$ cat src/rtl/fsrv_pkg.sv
// Shared types and constants for the fixed-step resampler with volume.
// Used by fsrv_scale, fsrv_phase, fixed_step_resampler_volume and the checker.
package fsrv_pkg;

  // Field and register widths.
  localparam int SAMPLE_W   = 16;
  localparam int OUT_W      = 19;
  localparam int STEP_W     = 21;
  localparam int VOL_W      = 12;
  localparam int PAN_W      = 2;
  localparam int CFG_IDX_W  = 3;
  localparam int CFG_DATA_W = 21;

  // Phase accumulator and repeat cap.
  localparam int FRAC_WIDTH = 16;
  localparam int MAX_REPEAT = 16;
  localparam int CNT_W      = $clog2(MAX_REPEAT);
  localparam int SUM_W      = (STEP_W > FRAC_WIDTH) ? STEP_W + 1 : FRAC_WIDTH + 1;
  localparam int ADV_W      = SUM_W - FRAC_WIDTH;
  localparam int SKIP_W     = 5;
  localparam int SKIP_MAX   = 31;

  // Scaling: signed sample times unsigned volume, 16-bit mode shift.
  localparam int PROD_W     = SAMPLE_W + VOL_W + 1;
  localparam int VOL_SHIFT  = 8;
  localparam int BYTE_W     = 8;

  // Register indexes.
  localparam logic [CFG_IDX_W-1:0] CFG_STEP  = 3'd0;
  localparam logic [CFG_IDX_W-1:0] CFG_LEFT  = 3'd1;
  localparam logic [CFG_IDX_W-1:0] CFG_RIGHT = 3'd2;
  localparam logic [CFG_IDX_W-1:0] CFG_PAN   = 3'd3;
  localparam logic [CFG_IDX_W-1:0] CFG_BYTE  = 3'd4;

  // Pan codes; the unused code routes to both sides.
  localparam logic [PAN_W-1:0] PAN_LEFT  = 2'd0;
  localparam logic [PAN_W-1:0] PAN_RIGHT = 2'd1;
  localparam logic [PAN_W-1:0] PAN_BOTH  = 2'd2;

  // Register reset values.
  localparam logic [STEP_W-1:0] STEP_RESET = 21'd65536;
  localparam logic [VOL_W-1:0]  VOL_RESET  = 12'd256;

  // Commands from the sequencer to the phase unit.
  typedef struct packed {
    logic start;     // a new run begins
    logic skip_dec;  // an input word is dropped
    logic advance;   // one output word was taken
  } fsrv_ctrl_t;

  // Status from the phase unit.
  typedef struct packed {
    logic skip_nz;   // input words are still to be dropped
    logic last;      // the current output word ends the run
  } fsrv_stat_t;

endpackage

$ cat src/rtl/fixed_step_resampler_volume.sv
// Top level of the fixed-step sample-and-hold resampler with volume.
// Depends on fsrv_pkg, fsrv_scale and fsrv_phase.
//
//  port group  direction  handshake           payload
//  in_         input      in_valid/in_stall   in_sample
//  out_        output     out_valid/out_stall out_left_sample, out_right_sample,
//                                             out_last_of_run
//  cfg_        input      cfg_we              cfg_index, cfg_data
//
// An input word that is dropped by the skip counter is taken in the idle state.
// Otherwise the shared volume unit scales the left side and then the right side,
// then the run of N output words (1 to 16) goes out at one word per cycle while
// the output side does not stall.
// Reset is synchronous and active low; it restores the configuration register defaults.
// A stall on the output holds the current word; the input is stalled until
// the last word of the run has been taken.
module fixed_step_resampler_volume (
  input  logic                               clk,
  input  logic                               rst_n,
  input  logic                               in_valid,
  output logic                               in_stall,
  input  logic signed [fsrv_pkg::SAMPLE_W-1:0] in_sample,
  output logic                               out_valid,
  input  logic                               out_stall,
  output logic signed [fsrv_pkg::OUT_W-1:0]  out_left_sample,
  output logic signed [fsrv_pkg::OUT_W-1:0]  out_right_sample,
  output logic                               out_last_of_run,
  input  logic                               cfg_we,
  input  logic [fsrv_pkg::CFG_IDX_W-1:0]     cfg_index,
  input  logic [fsrv_pkg::CFG_DATA_W-1:0]    cfg_data
);

  localparam logic [2:0] ST_IDLE  = 3'd0;
  localparam logic [2:0] ST_MUL_L = 3'd1;
  localparam logic [2:0] ST_MUL_R = 3'd2;
  localparam logic [2:0] ST_LOAD  = 3'd3;
  localparam logic [2:0] ST_EMIT  = 3'd4;

  logic [2:0]                         state_r, state_nxt;
  logic [fsrv_pkg::STEP_W-1:0]        step_r;
  logic [fsrv_pkg::VOL_W-1:0]         left_r;
  logic [fsrv_pkg::VOL_W-1:0]         right_r;
  logic [fsrv_pkg::PAN_W-1:0]         pan_r;
  logic                               byte_r;
  logic signed [fsrv_pkg::SAMPLE_W-1:0] sample_r;
  logic [fsrv_pkg::OUT_W-1:0]         lval_r;
  logic [fsrv_pkg::OUT_W-1:0]         rval_r;
  logic [fsrv_pkg::OUT_W-1:0]         scaled;
  logic [fsrv_pkg::VOL_W-1:0]         vol_sel;
  logic                               to_left;
  logic                               to_right;
  logic                               in_acc;
  logic                               out_acc;
  fsrv_pkg::fsrv_ctrl_t               ctrl;
  fsrv_pkg::fsrv_stat_t               stat;

  // Configuration registers; unknown indexes are ignored.
  always_ff @(posedge clk) begin
    if (!rst_n) begin
      step_r  <= fsrv_pkg::STEP_RESET;
      left_r  <= fsrv_pkg::VOL_RESET;
      right_r <= fsrv_pkg::VOL_RESET;
      pan_r   <= fsrv_pkg::PAN_LEFT;
      byte_r  <= 1'b0;
    end else if (cfg_we) begin
      case (cfg_index)
        fsrv_pkg::CFG_STEP:  step_r  <= cfg_data[fsrv_pkg::STEP_W-1:0];
        fsrv_pkg::CFG_LEFT:  left_r  <= cfg_data[fsrv_pkg::VOL_W-1:0];
        fsrv_pkg::CFG_RIGHT: right_r <= cfg_data[fsrv_pkg::VOL_W-1:0];
        fsrv_pkg::CFG_PAN:   pan_r   <= cfg_data[fsrv_pkg::PAN_W-1:0];
        fsrv_pkg::CFG_BYTE:  byte_r  <= cfg_data[0];
        default: ;
      endcase
    end
  end

  // Handshakes.
  assign in_stall  = (state_r != ST_IDLE);
  assign out_valid = (state_r == ST_EMIT);
  assign in_acc    = in_valid && !in_stall;
  assign out_acc   = out_valid && !out_stall;

  // Pan routing; an unrouted side gets a zero volume word.
  assign to_left  = (pan_r != fsrv_pkg::PAN_RIGHT);
  assign to_right = (pan_r != fsrv_pkg::PAN_LEFT);

  always_comb begin
    if (state_r == ST_MUL_L) begin
      vol_sel = to_left ? left_r : '0;
    end else begin
      vol_sel = to_right ? right_r : '0;
    end
  end

  fsrv_scale u_scale (
    .clk       (clk),
    .sample    (sample_r),
    .vol       (vol_sel),
    .byte_mode (byte_r),
    .result    (scaled)
  );

  // Commands to the phase unit.
  assign ctrl.start    = in_acc && !stat.skip_nz;
  assign ctrl.skip_dec = in_acc && stat.skip_nz;
  assign ctrl.advance  = out_acc;

  fsrv_phase u_phase (
    .clk   (clk),
    .rst_n (rst_n),
    .step  (step_r),
    .ctrl  (ctrl),
    .stat  (stat)
  );

  // Sequencer.
  always_comb begin
    state_nxt = state_r;
    case (state_r)
      ST_IDLE: begin
        if (ctrl.start) begin
          state_nxt = ST_MUL_L;
        end
      end
      ST_MUL_L: state_nxt = ST_MUL_R;
      ST_MUL_R: state_nxt = ST_LOAD;
      ST_LOAD:  state_nxt = ST_EMIT;
      ST_EMIT: begin
        if (out_acc && stat.last) begin
          state_nxt = ST_IDLE;
        end
      end
      default: state_nxt = ST_IDLE;
    endcase
  end

  always_ff @(posedge clk) begin
    if (!rst_n) begin
      state_r <= ST_IDLE;
    end else begin
      state_r <= state_nxt;
    end
  end

  // Sample latch and scaled results of both sides.
  always_ff @(posedge clk) begin
    if (ctrl.start) begin
      if (byte_r) begin
        sample_r <= {{(fsrv_pkg::SAMPLE_W-fsrv_pkg::BYTE_W){in_sample[fsrv_pkg::BYTE_W-1]}},
                     in_sample[fsrv_pkg::BYTE_W-1:0]};
      end else begin
        sample_r <= in_sample;
      end
    end
    if (state_r == ST_MUL_R) begin
      lval_r <= scaled;
    end
    if (state_r == ST_LOAD) begin
      rval_r <= scaled;
    end
  end

  assign out_left_sample  = lval_r;
  assign out_right_sample = rval_r;
  assign out_last_of_run  = stat.last;

endmodule

$ cat src/rtl/fsrv_scale.sv
// Shared volume unit: one signed multiply, optional shift and saturation.
// Depends on fsrv_pkg.
module fsrv_scale (
  input  logic                             clk,
  input  logic signed [fsrv_pkg::SAMPLE_W-1:0] sample,
  input  logic [fsrv_pkg::VOL_W-1:0]       vol,
  input  logic                             byte_mode,
  output logic [fsrv_pkg::OUT_W-1:0]       result
);

  logic signed [fsrv_pkg::PROD_W-1:0]                 prod;
  logic signed [fsrv_pkg::PROD_W-1:0]                 shifted;
  logic [fsrv_pkg::PROD_W-fsrv_pkg::OUT_W:0]          hi_bits;
  logic                                               fits;
  logic [fsrv_pkg::OUT_W-1:0]                         res_nxt;
  logic [fsrv_pkg::OUT_W-1:0]                         res_r;

  // Product of the sample and the zero-extended volume word.
  assign prod = fsrv_pkg::PROD_W'(sample) * $signed({1'b0, vol});

  // 16-bit mode floors the product divided by 256; byte mode keeps it.
  assign shifted = byte_mode ? prod : (prod >>> fsrv_pkg::VOL_SHIFT);

  // Saturate to the output range when the upper bits are not a sign run.
  assign hi_bits = shifted[fsrv_pkg::PROD_W-1:fsrv_pkg::OUT_W-1];
  assign fits    = (hi_bits == '0) || (hi_bits == '1);

  always_comb begin
    if (fits) begin
      res_nxt = shifted[fsrv_pkg::OUT_W-1:0];
    end else if (shifted[fsrv_pkg::PROD_W-1]) begin
      res_nxt = {1'b1, {(fsrv_pkg::OUT_W-1){1'b0}}};
    end else begin
      res_nxt = {1'b0, {(fsrv_pkg::OUT_W-1){1'b1}}};
    end
  end

  always_ff @(posedge clk) begin
    res_r <= res_nxt;
  end

  assign result = res_r;

endmodule

$ cat src/rtl/fsrv_phase.sv
// Phase accumulator, repeat counter and skip counter of the resampler.
// Depends on fsrv_pkg.
module fsrv_phase (
  input  logic                           clk,
  input  logic                           rst_n,
  input  logic [fsrv_pkg::STEP_W-1:0]    step,
  input  fsrv_pkg::fsrv_ctrl_t           ctrl,
  output fsrv_pkg::fsrv_stat_t           stat
);

  logic [fsrv_pkg::FRAC_WIDTH-1:0] frac_r, frac_nxt;
  logic [fsrv_pkg::SKIP_W-1:0]     skip_r, skip_nxt;
  logic [fsrv_pkg::CNT_W-1:0]      cnt_r, cnt_nxt;
  logic [fsrv_pkg::SUM_W-1:0]      sum;
  logic [fsrv_pkg::ADV_W-1:0]      adv;
  logic [fsrv_pkg::ADV_W-1:0]      adv_m1;
  logic                            carry;
  logic                            last;

  // Phase after the current output word.
  assign sum    = fsrv_pkg::SUM_W'(frac_r) + fsrv_pkg::SUM_W'(step);
  assign adv    = sum[fsrv_pkg::SUM_W-1:fsrv_pkg::FRAC_WIDTH];
  assign adv_m1 = adv - fsrv_pkg::ADV_W'(1);
  assign carry  = (adv != '0);
  assign last   = carry || (cnt_r == fsrv_pkg::CNT_W'(fsrv_pkg::MAX_REPEAT - 1));

  // Next state of the counters and the fraction.
  always_comb begin
    frac_nxt = frac_r;
    skip_nxt = skip_r;
    cnt_nxt  = cnt_r;
    if (ctrl.start) begin
      cnt_nxt = '0;
    end
    if (ctrl.skip_dec) begin
      skip_nxt = skip_r - fsrv_pkg::SKIP_W'(1);
    end
    if (ctrl.advance) begin
      frac_nxt = sum[fsrv_pkg::FRAC_WIDTH-1:0];
      cnt_nxt  = cnt_r + fsrv_pkg::CNT_W'(1);
      if (carry) begin
        if (adv_m1 > fsrv_pkg::ADV_W'(fsrv_pkg::SKIP_MAX)) begin
          skip_nxt = fsrv_pkg::SKIP_W'(fsrv_pkg::SKIP_MAX);
        end else begin
          skip_nxt = fsrv_pkg::SKIP_W'(adv_m1);
        end
      end
    end
  end

  always_ff @(posedge clk) begin
    if (!rst_n) begin
      frac_r <= '0;
      skip_r <= '0;
      cnt_r  <= '0;
    end else begin
      frac_r <= frac_nxt;
      skip_r <= skip_nxt;
      cnt_r  <= cnt_nxt;
    end
  end

  assign stat.skip_nz = (skip_r != '0);
  assign stat.last    = last;

endmodule

$ cat config.mk
export PLATFORM = sky130hd
export DESIGN_NAME = fixed_step_resampler_volume
export DESIGN_NICKNAME = d
export VERILOG_FILES = /design/src/rtl/fsrv_pkg.sv /design/src/rtl/fixed_step_resampler_volume.sv /design/src/rtl/fsrv_scale.sv /design/src/rtl/fsrv_phase.sv
export SDC_FILE = /design/constraint.sdc
export NUM_CORES = 1
export LEC_CHECK = 0
export ABC_AREA = 1
export BUFFER_PORTS_ARGS = -buffer_cell sky130_fd_sc_hd__buf_2
export CORE_AREA = 2 2 181 183
export DETAILED_ROUTE_END_ITERATION = 10
export DIE_AREA = 0 0 183 185
export PLACE_DENSITY_LB_ADDON = 0.2
export SLEW_MARGIN = 20
export SYNTH_ARGS = -nofsm -noshare
export SYNTH_HDL_FRONTEND = slang
export SYNTH_HIERARCHICAL = 1
export SYNTH_SLANG_ARGS = --single-unit
$ cat constraint.sdc
create_clock -name clk -period 7.91 [get_ports clk]
set_clock_uncertainty 0.05 [all_clocks]
set_input_delay 1.582 -clock clk [delete_from_list [all_inputs] [get_ports clk]]
set_output_delay 1.582 -clock clk [all_outputs]
set_load 0.005 [all_outputs]
---- Yosys cells after proc, flatten, opt, wreduce, memory -nomap -nowiden ----
Index checks and enable logic that the tools add are counted.
W data, S select, Z words.
operators by class
  add/subtract/negate cells ............... 4
  multipliers ............................. 1
  magnitude comparators ................... 1
  equality and inequality tests ........... 13
  muxes and demuxes ....................... 16
  reductions and logical operators ........ 24
operators by type and width
  cell                    count
  $mux W19                2
  $mux W12                3
  $mul A16 B13 Y29        1
  $mux W28                1
  $add A16 B21 Y22        1
  $mux W5                 4
  $mux W16                1
  $pmux W3 S5             1
  $eq A3 B2 Y1 const B    4
  $reduce_and A2 Y1       6
  $eq A11 B11 Y1 const B  1
  $logic_not A11 Y1       1
  $mux W4                 2
  $eq A3 B1 Y1 const B    2
  $eq A3 B3 Y1 const B    2
  $gt A6 B5 Y1 const B    1
  $logic_not A3 Y1        2
  $mux W3                 2
  $reduce_bool A6 Y1      1
  $sub A6 B1 Y6 const B   1
  $logic_and A1 B1 Y1     5
  $reduce_bool A5 Y1      1
  $sub A5 B1 Y5 const B   1
  $add A4 B1 Y4 const B   1
  7 further kinds         12
storage, ports and cells
  bits in registers ....................... 149
  bits of input ports ..................... 45
  output and inout bits ................... 41
  logic and storage cells ................. 72

---- Logic depth before layout (Yosys ltp) ----
  word-level depth ........................ 8
  depth in mapped cells ................... 39
  depth with buffers taken out ............ 35

---- Cells and area by module ----
The synthesis kept the hierarchy.
by module, submodules not included
  module                       times used  cells an instance  area an instance (µm²)  sequential area each (µm²)
  fsrv_scale                   1           1335               9245.1                  380.4
  fixed_step_resampler_volume  1           407                4000.1                  2642.5
  fsrv_phase                   1           391                2427.3                  500.5

---- Worst setup path before layout ----
OpenSTA, ideal clock, no wires.
  path kind ............................... reg-to-reg
  start ................................... register state_r[1]
  end ..................................... register u_scale.res_r, in the netlist u_scale/result[10]
  arrival time ............................ 6113 ps
  required time ........................... 7748 ps
  path slack .............................. 1635 ps
  cell stages (with the launch flop) ...... 35
  buffers on the path ..................... 4
  period minus slack after synthesis ...... 6275 ps
  cells stage by stage .................... dfxtp_1 -> inv_2 -> nand3_1 -> buf_2 -> nand3_1 -> o21ai_0 -> clkbuf_1 -> clkbuf_1 -> nand2_1 -> fa_1 -> fa_1 -> inv_1 -> fa_1 -> fa_1 -> inv_1 -> fa_1 -> inv_1 -> ha_1 -> nand2_1 -> inv_2 -> nand2_1 -> nand2_1 -> a21oi_1 -> nand2_1 -> nor2_1 -> nand2_2 -> nand2_4 -> nand2_4 -> o21ai_1 -> nand2_1 -> nor2_2 -> nand2_2 -> nand3_4 -> buf_8 -> nand2_2
on the way
  longest elaborated chain between the ends .. 7
ends and longest elaborated chain
  element                                                     RTL line                            source
  start, declared                                             fixed_step_resampler_volume.sv:39   logic [2:0] state_r, state_nxt;
  start signal, assigned                                      fixed_step_resampler_volume.sv:141  state_r <= state_nxt;
  $eq A3 B1 Y1 *                                              fixed_step_resampler_volume.sv:88   if (state_r == ST_MUL_L) begin
  $mux W12 *                                                  fixed_step_resampler_volume.sv:88
  net vol_sel (one bit)                                       fixed_step_resampler_volume.sv:49   logic [fsrv_pkg::VOL_W-1:0] vol_sel;
  $mul A16 B13 Y29 *                                          fsrv_scale.sv:19                    assign prod = fsrv_pkg::PROD_W'(sample) * $signed({1'b0, vol});
  $mux W28                                                    fsrv_scale.sv:22                    assign shifted = byte_mode ? prod : (prod >>> fsrv_pkg::VOL_SHIFT);
  $eq A11 B11 Y1 / $logic_not A11 Y1 (equally long branches)  fsrv_scale.sv:26                    assign fits = (hi_bits == '0) || (hi_bits == '1);
  $logic_or A1 B1 Y1                                          fsrv_scale.sv:26
  $mux W19 *                                                  fsrv_scale.sv:29                    if (fits) begin
  net u_scale.res_nxt (one bit)                               fsrv_scale.sv:15                    logic [fsrv_pkg::OUT_W-1:0] res_nxt;
  end signal, assigned                                        fsrv_scale.sv:39                    res_r <= res_nxt;
  end, declared                                               fsrv_scale.sv:16                    logic [fsrv_pkg::OUT_W-1:0] res_r;
The timed path passes the listed nets; every way through them passes the cells marked *.
A chain may end at the register's enable or synchronous reset.

---- Worst setup path in the final report ----
  start ................................... register state_r[1]
  end ..................................... register u_scale.res_r, in the netlist u_scale/result[7]
Same word-level chain as after synthesis.

==> impl_metrics.tcl <==
set metrics [dict create \
    grt_setup_unrepaired "no" \
    io_pins 86 \
    grt_overflow 0 \
    yosysSeqAreaShare_pct 22.5 \
    grt_util_met3_pct 3.99 \
    clock_sinks 149 \
    dieArea_um2 33900 \
    grtUsageMet2_pct 37.5 \
    preCtsSetupSlack_ns 1.02 \
    setup_violations 0 \
    status "completed" \
    hold_viol 0 \
    die_height_um 185 \
    rrSetupSlack_ns 0.98 \
    die_x_um 183 \
    grt_most_used_layer "met2" \
    grt_util_met1_pct 31.1 \
    fin_setup_tns_ns 0 \
    worstPathRequired_ns 8.18 \
    critical-path-top-delay-family "adder cells" \
    initial_utilization_pct 48.9 \
    timing.rr.start "state_r[1]$_SDFFE_PN0P_" \
    maxCapViolations 0 \
    grt_pass1_vias 12300 \
    nFillCells 3156 \
    ys_async_sr_fraction_pct 0 \
    n_antenna_cell 0 \
    grt_pass1_wl_um 61700 \
    cp-end-kind "flop" \
    clockBufferDepth 2 \
    layout.nets 2488 \
    drc_errors 0 \
    cts_root_buf "clkbuf_16" \
    final.min_clock_period_ns 6.93 \
    rr_worst_depth 27 \
    cts_max_level 4 \
    vdd_ir_drop_max_uv 139 \
    wl_per_cell_um 14.3 \
    leakage_nw 9.48 \
    slew_violations 0 \
    grt_max_degree 59 \
    ant_nets 0 \
    start_kind "flop" \
    cts_hold_buf 0 \
    synthFlopType "dfxtp_1" \
    most-common-layout-cells "nand2_1, inv_1, fa_1" \
    worstMarginPinSlew_ns 1.10 \
    fin_crit_sh_pct 87.6 \
    postCtsSetupRepairBufs 0 \
    place_congestion 0.895 \
    powerDensity_nw_per_um2 190 \
    holdPathStages 0 \
    num_rows 66 \
    hp-start "u_scale/result[7]$_DFF_P_" \
    route.detailed.vias_per_inst 4.90 \
    cts_tree "yes" \
    whs_endpoint "out_left_sample[7]$_DFFE_PN_" \
    syn_inst 2133 \
    yosys_warnings 6 \
    numCtsBuffers 17 \
    routed_wl_um 37200 \
    area_growth_pct 7.95 \
    num_vias 12700 \
    grt_use_total_pct 23.1 \
    synth_edf_count 54 \
    max_slew_margin_pct 26.7 \
    ys_ff_latch 149 \
    io_buffers 85 \
    slowest_delay_ns 0.65 \
    path_buf_inv 6 \
    netlist_area_um2 15700 \
    ys_types 46 \
    final_common_cell "nand2_1" \
    hp-class "flop to flop" \
    dp_hpwl_um 30200 \
    seqCellArea_um2 3520 \
    worstPathMaxFanout 25 \
    arrival_ns 7.20 \
    clock_latency_ns 0.44 \
    cts_resized 0 \
    multi_input_area_um2 9790 \
    syn_nets 2444 \
    fin_ws_ns 0.983 \
    drive_gt1_share_pct 10.7 \
    cpMaxStageDelayCell "fa_1" \
    core_area_um2 32000 \
    rr_endpoint "u_scale/result[7]$_DFF_P_" \
    first_pass_iters 5 \
    max_freq_mhz 144 \
    avgSynthCellArea_um2 7.35 \
    critPathMostFrequentCell "fa_1" \
    antenna_found_initial 0 \
    critPathKind "flop to flop" \
    drt_iter0_drc 769 \
    path_clk_slew_ns 0.07 \
]
-- routing by layer --
layer | wire length (um) | part of all wire (%) | vias to the layer above
met1 | 17300 | 47 | 5958
met2 | 16700 | 45 | 327
li1 | - | - | 6387
met3 | 2050 | 5.5 | 63
met4 | 1060 | 2.9 | 0
met5 | 0 | 0 | -
-- Yosys cell counts (2+ instances only) --
library cell | count | area, um^2
nand3_1 | 81 | 405
o21ai_1 | 11 | 55.1
buf_4 | 5 | 37.5
buf_1 | 2 | 7.51
dfxtp_1 | 95 | 1900
nand3_4 | 2 | 35.0
nand3b_1 | 6 | 45.0
clkbuf_1 | 57 | 214
nand3_2 | 6 | 60.1
nor2_2 | 11 | 68.8
xnor2_1 | 12 | 105
nand2_2 | 41 | 257
nand4_1 | 36 | 225
fa_1 | 179 | 3580
buf_2 | 7 | 35.0
mux2i_1 | 3 | 30.0
buf_6 | 4 | 45.0
a21oi_2 | 2 | 17.5
a21oi_1 | 32 | 160
xor2_1 | 18 | 158
and2_1 | 2 | 12.5
nor2_1 | 178 | 668
edfxtp_1 | 54 | 1620
nor2_4 | 7 | 78.8
o21ai_0 | 72 | 360
inv_2 | 18 | 67.6
o211ai_1 | 3 | 22.5
inv_1 | 511 | 1920
nand2_1 | 561 | 2110
nand2_4 | 8 | 90.1
nor3_1 | 7 | 35.0
ha_1 | 87 | 1090
o21bai_1 | 2 | 15.0
-- worst reg2reg max path: stages (launching register included) --
cell and delay, ns:
dfxtp_1 0.36, inv_2 0.09, nand3_1 0.08, buf_4 0.22
o21ai_1 0.62, nand2_1 0.15, fa_1 0.51, fa_1 0.65
inv_1 0.20, fa_1 0.51, fa_1 0.55, inv_1 0.05
fa_1 0.47, inv_1 0.04, ha_1 0.36, nand2_1 0.14
nor2_2 0.25, inv_1 0.07, nor2_1 0.23, nand3b_1 0.13
nand4_1 0.13, nand3_1 0.16, o21ai_1 0.17, nand2_1 0.08
nor2_2 0.09, nand2_2 0.12, nand3_4 0.22, nand2_1 0.10
-- area by class of cell --
type	instances	area share, %
clock buffer	17	2.51
timing repair buffer	102	3.27
tap	408	3.02
multi-input combinational	1377	57.9
inverter	530	11.8
clock inverter	15	0.725
sequential	149	20.8
-- worst max-delay path by stage --
stage,startpoint,to,slack [ns],cells past startpoint
2_1_floorplan,state_r[1]$_SDFFE_PN0P_,u_scale/result[10]$_DFF_P_,1.63,34
3_3_place_gp,state_r[1]$_SDFFE_PN0P_,u_scale/result[0]$_DFF_P_,1.13,27
3_5_place_dp,state_r[1]$_SDFFE_PN0P_,u_scale/result[6]$_DFF_P_,1.02,28
4_1_cts,state_r[1]$_SDFFE_PN0P_,u_scale/result[7]$_DFF_P_,0.99,28
5_1_grt,state_r[1]$_SDFFE_PN0P_,u_scale/result[7]$_DFF_P_,0.52,31
6_report,state_r[1]$_SDFFE_PN0P_,u_scale/result[7]$_DFF_P_,0.98,27
-- stage by stage --
| step | total power [mW] | utilization [%] | cells | hold WS [ns] | instance area (um^2) |
|---|---|---|---|---|---|
| after floorplan | 2.11 | - | 2133 | 0.354 | 15700 |
| after global placement | 2.44 | 51.1 | 2566 | 0.356 | 16400 |
| after detailed placement | 2.48 | 51.1 | 2566 | 0.361 | 16400 |
| after CTS | 3.24 | 52.8 | 2598 | 0.375 | 16900 |
| after global routing | 3.47 | 52.8 | 2598 | 0.380 | 16900 |
| final | 3.21 | 52.8 | 2598 | 0.373 | 16900 |
-- flip-flops by register name, indices dropped and copies added (netlist names) --
signal and flops:
right_r 12, out_right_sample 19, byte_r 1, out_left_sample 19, pan_r 2, u_phase/frac_r 16
u_phase/skip_r 5, u_phase/cnt_r 4, sample_r 16, u_scale/result 19, step_r 21, left_r 12
state_r 3
-- cells by family after synthesis --
logic type                 share of synthesized area (%)
AOI/OAI and AO/OA                                   4.27
adders and majority gates                           29.8
DFF                                                 22.5
buffers and inverters                               15.1
muxes                                              0.192
and+or+nand+nor                                     26.5
xor gates and xnor gates                            1.68
-- where the power goes --
part | leakage, nW | switching [mW] | internal [mW]
combinational | 7.95 | 0.849 | 0.446
clock | 0.260 | 0.346 | 0.407
sequential | 1.26 | 0.176 | 0.987
total | 9.48 | 1.37 | 1.84
No activity file was read; power rests on OpenSTA's default activity.
